$ cat src/hw/rtl/jhax_pkg.sv
// ----------------------------------------------------------------------------
// jhax_pkg
// Shared types, codes and tables of the hex audio extractor.
// ----------------------------------------------------------------------------
package jhax_pkg;

  localparam logic [1:0] PH_SEARCH = 2'd0;
  localparam logic [1:0] PH_DECODE = 2'd1;
  localparam logic [1:0] PH_DONE   = 2'd2;

  localparam logic [2:0] ST_DATA  = 3'd0;
  localparam logic [2:0] ST_END   = 3'd1;
  localparam logic [2:0] ST_ODD   = 3'd2;
  localparam logic [2:0] ST_NOKEY = 3'd3;
  localparam logic [2:0] ST_TRUNC = 3'd4;

  localparam logic [3:0]  KEY_LEN        = 4'd9;
  localparam logic [7:0]  QUOTE          = 8'h22;
  localparam logic [15:0] WINDOW_DEFAULT = 16'd1024;

  // "audio":"
  localparam logic [7:0] KEY_CHARS [0:8] = '{
    8'h22, 8'h61, 8'h75, 8'h64, 8'h69, 8'h6f, 8'h22, 8'h3a, 8'h22
  };
  localparam logic [3:0] KEY_FAIL [0:8] = '{
    4'd0, 4'd0, 4'd0, 4'd0, 4'd0, 4'd0, 4'd1, 4'd0, 4'd1
  };

  typedef struct packed {
    logic [1:0]  phase;
    logic [3:0]  match_position;
    logic [15:0] bytes_searched;
    logic [3:0]  held_nibble;
    logic        nibble_pending;
    logic        held_nibble_bad;
  } state_t;

  localparam state_t STATE_RESET = '{
    phase: PH_SEARCH, match_position: 4'd0, bytes_searched: 16'd0,
    held_nibble: 4'd0, nibble_pending: 1'b0, held_nibble_bad: 1'b0
  };

  typedef struct packed {
    logic       valid;
    logic [2:0] status;
    logic [7:0] out_byte;
    logic       bad_hex;
  } result_t;

  function automatic result_t make_result(logic [2:0] st, logic [7:0] b, logic bad);
    result_t r;
    r.valid    = 1'b1;
    r.status   = st;
    r.out_byte = b;
    r.bad_hex  = bad;
    return r;
  endfunction

  // {bad, nibble}; a non-hex character reads as nibble 0
  function automatic logic [4:0] hex_nibble(logic [7:0] c);
    logic [4:0] r;
    r = {1'b1, 4'd0};
    if (c >= 8'h30 && c <= 8'h39) begin
      r = {1'b0, 4'(c - 8'h30)};
    end else if (c >= 8'h41 && c <= 8'h46) begin
      r = {1'b0, 4'(c - 8'h37)};
    end else if (c >= 8'h61 && c <= 8'h66) begin
      r = {1'b0, 4'(c - 8'h57)};
    end
    return r;
  endfunction

  // failure links fall back at most twice before position 0
  function automatic logic [3:0] key_advance(logic [3:0] q, logic [7:0] c);
    logic [3:0] p;
    p = (q >= KEY_LEN) ? 4'd0 : q;
    if (p != 4'd0 && KEY_CHARS[p] != c) p = KEY_FAIL[p - 4'd1];
    if (p != 4'd0 && KEY_CHARS[p] != c) p = KEY_FAIL[p - 4'd1];
    if (p != 4'd0 && KEY_CHARS[p] != c) p = KEY_FAIL[p - 4'd1];
    if (KEY_CHARS[p] == c) p = p + 4'd1;
    return p;
  endfunction

endpackage

$ cat src/hw/rtl/jhax_if.sv
// ----------------------------------------------------------------------------
// jhax_if
// Valid/ready channels of the hex audio extractor: byte stream and results.
// ----------------------------------------------------------------------------
interface jhax_byte_if;
  logic       valid;
  logic       ready;
  logic [7:0] in_byte;
  logic       end_of_response;

  modport source (output valid, output in_byte, output end_of_response, input ready);
  modport sink   (input valid, input in_byte, input end_of_response, output ready);
endinterface

interface jhax_result_if;
  logic       valid;
  logic       ready;
  logic [2:0] status;
  logic [7:0] out_byte;
  logic       bad_hex;

  modport source (output valid, output status, output out_byte, output bad_hex, input ready);
  modport sink   (input valid, input status, input out_byte, input bad_hex, output ready);
endinterface

$ cat src/hw/rtl/jhax_step.sv
// ----------------------------------------------------------------------------
// jhax_step
// Per-byte logic: prefix match, window check, hex pairing, status select.
// ----------------------------------------------------------------------------
module jhax_step (
  input  jhax_pkg::state_t  cur,
  input  logic [15:0]       window,
  input  logic [7:0]        c,
  input  logic              eor,
  output jhax_pkg::state_t  nxt,
  output jhax_pkg::result_t res
);

  logic [3:0]  q;
  logic [15:0] cnt;
  logic [4:0]  hx;

  always_comb begin
    nxt = cur;
    res = '0;
    q   = jhax_pkg::key_advance(cur.match_position, c);
    cnt = cur.bytes_searched + 16'd1;
    hx  = jhax_pkg::hex_nibble(c);
    case (cur.phase)
      jhax_pkg::PH_SEARCH: begin
        if (cur.bytes_searched >= window) begin
          res       = jhax_pkg::make_result(jhax_pkg::ST_NOKEY, 8'd0, 1'b0);
          nxt.phase = jhax_pkg::PH_DONE;
        end else begin
          nxt.bytes_searched = cnt;
          if (q == jhax_pkg::KEY_LEN) begin
            nxt.match_position = 4'd0;
            nxt.phase          = jhax_pkg::PH_DECODE;
            if (eor) res = jhax_pkg::make_result(jhax_pkg::ST_TRUNC, 8'd0, 1'b0);
          end else begin
            nxt.match_position = q;
            if (cnt >= window || eor) begin
              res       = jhax_pkg::make_result(jhax_pkg::ST_NOKEY, 8'd0, 1'b0);
              nxt.phase = jhax_pkg::PH_DONE;
            end
          end
        end
      end
      jhax_pkg::PH_DECODE: begin
        if (!cur.nibble_pending) begin
          if (c == jhax_pkg::QUOTE) begin
            res       = jhax_pkg::make_result(jhax_pkg::ST_END, 8'd0, 1'b0);
            nxt.phase = jhax_pkg::PH_DONE;
          end else begin
            nxt.held_nibble     = hx[3:0];
            nxt.held_nibble_bad = hx[4];
            nxt.nibble_pending  = 1'b1;
            if (eor) res = jhax_pkg::make_result(jhax_pkg::ST_TRUNC, 8'd0, 1'b0);
          end
        end else if (c == jhax_pkg::QUOTE) begin
          res       = jhax_pkg::make_result(jhax_pkg::ST_ODD, 8'd0, 1'b0);
          nxt.phase = jhax_pkg::PH_DONE;
        end else begin
          nxt.nibble_pending  = 1'b0;
          nxt.held_nibble     = 4'd0;
          nxt.held_nibble_bad = 1'b0;
          res = jhax_pkg::make_result(eor ? jhax_pkg::ST_TRUNC : jhax_pkg::ST_DATA,
                                      {cur.held_nibble, hx[3:0]},
                                      cur.held_nibble_bad | hx[4]);
        end
      end
      default: begin
      end
    endcase
    if (eor) nxt = jhax_pkg::STATE_RESET;
  end

endmodule

$ cat src/hw/rtl/json_hex_audio_extractor_unit.sv
// ----------------------------------------------------------------------------
// json_hex_audio_extractor_unit
// Finds the "audio":" key in a response stream and decodes the hex after it.
// ----------------------------------------------------------------------------
// Usage:
//   stream  - one response byte per transfer; end_of_response marks the last
//             byte of a response, after which the next byte starts a new one.
//   result  - zero or one result per byte: data byte, done, done with odd
//             nibble, prefix not found or truncated.
//   cfg_we / cfg_wdata - search window in bytes; write only while idle.
// Path: a transferred byte waits in the byte register, and its result is then
//   registered in the result register, which drives result; a stall can hold it.
// Throughput: one byte per cycle; the byte register and the result register
//   are the only stages, and all per-byte work sits between them.
// Stall: while a result waits on result.ready, a full byte register holds its byte
//   and stream.ready is low; an empty byte register can still take one more byte.
// Reset: window returns to 1024, the scan restarts at the searching phase,
//   and both registers are emptied.
// ----------------------------------------------------------------------------
module json_hex_audio_extractor_unit (
  input  logic                 clk,
  input  logic                 rst,
  input  logic                 cfg_we,
  input  logic [15:0]          cfg_wdata,
  jhax_byte_if.sink            stream,
  jhax_result_if.source        result
);

  logic [15:0]       window;
  logic              s1_valid;
  logic [7:0]        s1_byte;
  logic              s1_eor;
  jhax_pkg::state_t  state;
  jhax_pkg::state_t  state_next;
  jhax_pkg::result_t step_res;
  logic              out_valid;
  logic [2:0]        out_status;
  logic [7:0]        out_byte;
  logic              out_bad;
  logic              advance;

  jhax_step u_step (
    .cur    (state),
    .window (window),
    .c      (s1_byte),
    .eor    (s1_eor),
    .nxt    (state_next),
    .res    (step_res)
  );

  assign advance      = s1_valid && (!out_valid || result.ready);
  assign stream.ready = !s1_valid || advance;

  assign result.valid    = out_valid;
  assign result.status   = out_status;
  assign result.out_byte = out_byte;
  assign result.bad_hex  = out_bad;

  always_ff @(posedge clk) begin
    if (rst) begin
      window <= jhax_pkg::WINDOW_DEFAULT;
    end else if (cfg_we) begin
      window <= cfg_wdata;
    end
  end

  always_ff @(posedge clk) begin
    if (rst) begin
      s1_valid <= 1'b0;
    end else if (stream.valid && stream.ready) begin
      s1_valid <= 1'b1;
    end else if (advance) begin
      s1_valid <= 1'b0;
    end
  end

  always_ff @(posedge clk) begin
    if (stream.valid && stream.ready) begin
      s1_byte <= stream.in_byte;
      s1_eor  <= stream.end_of_response;
    end
  end

  always_ff @(posedge clk) begin
    if (rst) begin
      state <= jhax_pkg::STATE_RESET;
    end else if (advance) begin
      state <= state_next;
    end
  end

  always_ff @(posedge clk) begin
    if (rst) begin
      out_valid <= 1'b0;
    end else if (advance && step_res.valid) begin
      out_valid <= 1'b1;
    end else if (result.ready) begin
      out_valid <= 1'b0;
    end
  end

  always_ff @(posedge clk) begin
    if (advance && step_res.valid) begin
      out_status <= step_res.status;
      out_byte   <= step_res.out_byte;
      out_bad    <= step_res.bad_hex;
    end
  end

  a_stall_holds_byte : assert property (@(posedge clk) disable iff (rst)
    s1_valid && !advance |=> s1_valid && $stable(s1_byte) && $stable(s1_eor))
    else $error("byte register changed while stalled");

  a_match_bounded : assert property (@(posedge clk) disable iff (rst)
    state.match_position < jhax_pkg::KEY_LEN)
    else $error("match position out of range");

  a_search_no_nibble : assert property (@(posedge clk) disable iff (rst)
    state.phase == jhax_pkg::PH_SEARCH |-> !state.nibble_pending && state.held_nibble == 4'd0)
    else $error("nibble held while searching");

  a_result_from_advance : assert property (@(posedge clk) disable iff (rst)
    $rose(out_valid) |-> $past(advance))
    else $error("result appeared without a byte");

endmodule
$ cat src/flat_wrapper.sv
// flat-port wrapper written by rule: the top's interface ports become plain ports
module json_hex_audio_extractor_unit_flat 
  (clk, rst, cfg_we, cfg_wdata, stream_valid, stream_in_byte, stream_end_of_response, stream_ready, result_valid, result_status, result_out_byte, result_bad_hex, result_ready);
  jhax_byte_if stream_i ();
  jhax_result_if result_i ();
  input  logic clk;
  input  logic rst;
  input  logic cfg_we;
  input  logic [15:0] cfg_wdata;
  input wire logic [$bits(stream_i.valid)-1:0] stream_valid;
  input wire logic [$bits(stream_i.in_byte)-1:0] stream_in_byte;
  input wire logic [$bits(stream_i.end_of_response)-1:0] stream_end_of_response;
  output wire logic [$bits(stream_i.ready)-1:0] stream_ready;
  output wire logic [$bits(result_i.valid)-1:0] result_valid;
  output wire logic [$bits(result_i.status)-1:0] result_status;
  output wire logic [$bits(result_i.out_byte)-1:0] result_out_byte;
  output wire logic [$bits(result_i.bad_hex)-1:0] result_bad_hex;
  input wire logic [$bits(result_i.ready)-1:0] result_ready;
  assign stream_i.valid = stream_valid;
  assign stream_i.in_byte = stream_in_byte;
  assign stream_i.end_of_response = stream_end_of_response;
  assign stream_ready = stream_i.ready;
  assign result_valid = result_i.valid;
  assign result_status = result_i.status;
  assign result_out_byte = result_i.out_byte;
  assign result_bad_hex = result_i.bad_hex;
  assign result_i.ready = result_ready;
  json_hex_audio_extractor_unit u_core (.clk(clk), .rst(rst), .cfg_we(cfg_we), .cfg_wdata(cfg_wdata), .stream(stream_i), .result(result_i));
endmodule
$ cat config.mk
export PLATFORM = sky130hd
export DESIGN_NAME = json_hex_audio_extractor_unit_flat
export DESIGN_NICKNAME = d
export VERILOG_FILES = /design/src/hw/rtl/jhax_pkg.sv /design/src/hw/rtl/jhax_if.sv /design/src/hw/rtl/jhax_step.sv /design/src/hw/rtl/json_hex_audio_extractor_unit.sv /design/src/flat_wrapper.sv
export SDC_FILE = /design/constraint.sdc
export NUM_CORES = 1
export LEC_CHECK = 0
export ABC_AREA = 0
export BUFFER_PORTS_ARGS = -buffer_cell sky130_fd_sc_hd__buf_4
export CORE_MARGIN = 4
export CORE_UTILIZATION = 39
export CTS_BUF_LIST = sky130_fd_sc_hd__clkbuf_2
export DETAILED_ROUTE_END_ITERATION = 6
export PLACE_DENSITY = 0.63
export SLEW_MARGIN = 20
export SYNTH_ARGS = -nofsm -noshare
export SYNTH_HDL_FRONTEND = slang
export SYNTH_SLANG_ARGS = --single-unit
export TNS_END_PERCENT = 50
$ cat constraint.sdc
create_clock -name clk -period 19.35 [get_ports clk]
set_clock_uncertainty 0.05 [all_clocks]
set_input_delay 4.8375 -clock clk [delete_from_list [all_inputs] [get_ports clk]]
set_output_delay 4.8375 -clock clk [all_outputs]
set_load 0.005 [all_outputs]
==> impl_metrics.ini <==
[finish]
diodes = 0
fin_cells = 832
layout-drive-gt1-share_pct = 13.0
final_nets = 744
syn_to_final_growth_pct = 11.6

[yosys]
synth_seq_cells = 67
netlist_instances = 619
ys.flop_type = dfxtp_1
synth_top_area_share_pct = 17.2
synth_top_family_by_area = simple AND/OR/NAND/NOR gates
synthXorXnorAreaFrac_pct = 4.09
yosysMostFrequentCell = nor2_1
syn_nets = 712
yosys-top-cells-count = nor2_1 (75), ha_1 (63), dfxtp_1 (46)
synth_area_leaders = dfxtp_1 (17%), ha_1 (15%), edfxtp_1 (12%)
syn_area_per_cell_um2 = 8.64
synth_edf_count = 21
synthMuxAreaShare_pct = 5.24
synth_compound_area_share_pct = 20.0
yosysUniqueCellTypes = 77
ys_seq_area_share_pct = 29.0
synthAdderAreaFrac_pct = 14.7
synthSimpleGateAreaFrac_pct = 22.5
synth_top_area_cell = dfxtp_1
async_reset_ff_share_pct = 0
yosys_warnings = 0
synth_area_um2 = 5350

[place]
placed_cells = 816
routabilityCongestion = 0.881
io_buffers = 43
place_hpwl_mm = 9.55

[die]
die-area_um2 = 15700
core-area_um2 = 13300
io_pins = 44
start_util_pct = 40.1
die_x_um = 125
num_rows = 42
die_h_um = 125

[status]
status = completed

[sta]
hold_viol_final = 0
rsz0062_at_grt = no
setup_viol_count_final = 0
drv_slew = 0
tightest_slew_ps = 842
fin_crit_ps = 10620
setup-tns-final_ps = 0
timing.final.crit_share_pct = 54.9
max_freq_mhz = 94.1
relSlewSlack_pct = 43.4

[route]
post_drt_wl_per_cell_um = 15.3
antenna_left = 0
vias = 4606
drc_errors = 0
wl_mm = 12.7
dr.pass1.iters = 4
drt_iter0_drc = 187
vias_per_cell = 5.54

[worst_setup_path]
critPathMaxFanout = 12
critPathRequiredTime_ps = 19750
endpoint_kind = flop
cpLargestDelayFamily = compound AO/OA/AOI/OAI gates
cpMaxStageDelayCell = dfxtp_1
critical_path_arrival_ps = 11020
startpoint_type = flop
cpPeakStageDelay_ps = 610
critPathKind = flop to flop
critPathBufInv = 4

[cts]
cts_tree = yes
htree_num_levels = 3
cts_sinks = 67
cts_buffers = 9
clk_pin_slew_worst_paths_ps = 170
postCtsHoldBufs = 0
post_cts_resized = 0
cts_setup_buffers = 0
insertion_delay_ps = 550
cts.path.max_buffers = 2
cts_root_buffer = clkbuf_2

[power]
vdd_drop_max_uv = 35.2
power_density_nw_per_um2 = 50.5
p_leak_nw = 2.63

[run]
cap_violations = 0

[global_routing]
grt_usage_pct = 16.7
antenna_found_initial = 0
grt_pass1_wl_mm = 22.1
grt_start_max_net_pins = 46
overflow = 0
first_global_vias = 4660

[worst_hold_path]
hold_path.class = flop to flop
==> registers in the layout, indices dropped and copies added (netlist names) <==
name,flops
u_core.result.out_byte,8
u_core.state,28
u_core.window,16
u_core.result.valid,1
u_core.s1_valid,1
u_core.result.status,3
u_core.s1_byte,8
u_core.result.bad_hex,1
u_core.s1_eor,1
==> routing by layer <==
layer	wire length [µm]	track usage, %	share of wire [%]	vias to the layer above
met4	246	5.93	1.9	0
li1	-	-	-	2323
met5	0	0	0	-
met1	5840	21.1	46	2179
met3	528	3.24	4.1	20
met2	6120	28.6	48	84
==> path summary, 6_finish.rpt <==
kind | to | cells after the start | slack [ps] | startpoint
worst max-delay path | u_core.state[24] | 36 | 8730 | u_core.state[25]
worst min-delay path | u_core.state[3] | 2 | 460 | u_core.state[3]
worst max register to register | u_core.state[24] | 36 | 8730 | u_core.state[25]
worst min register to register | u_core.state[3] | 2 | 460 | u_core.state[3]
==> power breakdown <==
part	switching [mW]	leakage [nW]	total, mW	internal [mW]
Combinational	0.0210	1.94	0.0384	0.0175
Clock	0.0536	0.0935	0.109	0.0555
Sequential	0.00490	0.594	0.154	0.149
==> per-stage QoR <==
step	power (mW)	worst slack [ps]	util [%]	hold WS [ps]	area [µm²]
after detailed placement	0.195	8900	43.5	426	5810
after CTS	0.306	8850	44.7	469	5970
after floorplan	0.182	9360	-	397	5350
after global placement	0.194	9100	43.5	415	5810
final	0.301	8730	44.7	464	5970
after global routing	0.317	7720	44.7	499	5970
==> final cells by class <==
| cell class | instances | area, µm² |
|---|---|---|
| clock inverters | 7 | 116 |
| fillers | 1342 | 7380 |
| flip-flops and latches | 67 | 1550 |
| inverters | 36 | 138 |
| well taps | 176 | 220 |
| clock buffers | 9 | 45.0 |
| multi-input cells | 492 | 3560 |
| repair buffers | 45 | 338 |
==> worst min-delay path: stages (launching register included) <==
cell	delay, ps
dfxtp_1	360
a22oi_1	60
nor2_1	70
==> cells in the final DEF, fill, tap and decap left out, drive strengths merged, types with 6 or more instances in the layout <==
| master | Yosys | layout |
|---|---|---|
| and3 | 15 | 15 |
| nand3b | 12 | 12 |
| nor2b | 9 | 9 |
| inv | 36 | 36 |
| xnor2 | 9 | 9 |
| buf | 3 | 45 |
| a21oi | 32 | 32 |
| a22oi | 12 | 12 |
| nand2 | 34 | 34 |
| nor4 | 6 | 6 |
| nor2 | 76 | 76 |
| mux2i | 22 | 22 |
| edfxtp | 21 | 21 |
| dfxtp | 46 | 46 |
| nand3 | 13 | 13 |
| nand2b | 12 | 12 |
| ha | 63 | 63 |
| nor3 | 15 | 15 |
| and2 | 10 | 10 |
| clkbuf | 21 | 9 |
| o21ai | 30 | 30 |
| o21a | 10 | 10 |
| o211ai | 7 | 7 |
| a211oi | 7 | 7 |
| xor2 | 16 | 16 |
| a21o | 10 | 10 |
==> cell families after synthesis <==
family | after synthesis
simple gates | 224
compound gates | 153
mux | 27
buf+inv | 60
xor+xnor | 25
flops | 67
fa+ha+maj | 63
No activity file was read; power rests on OpenSTA's default activity.
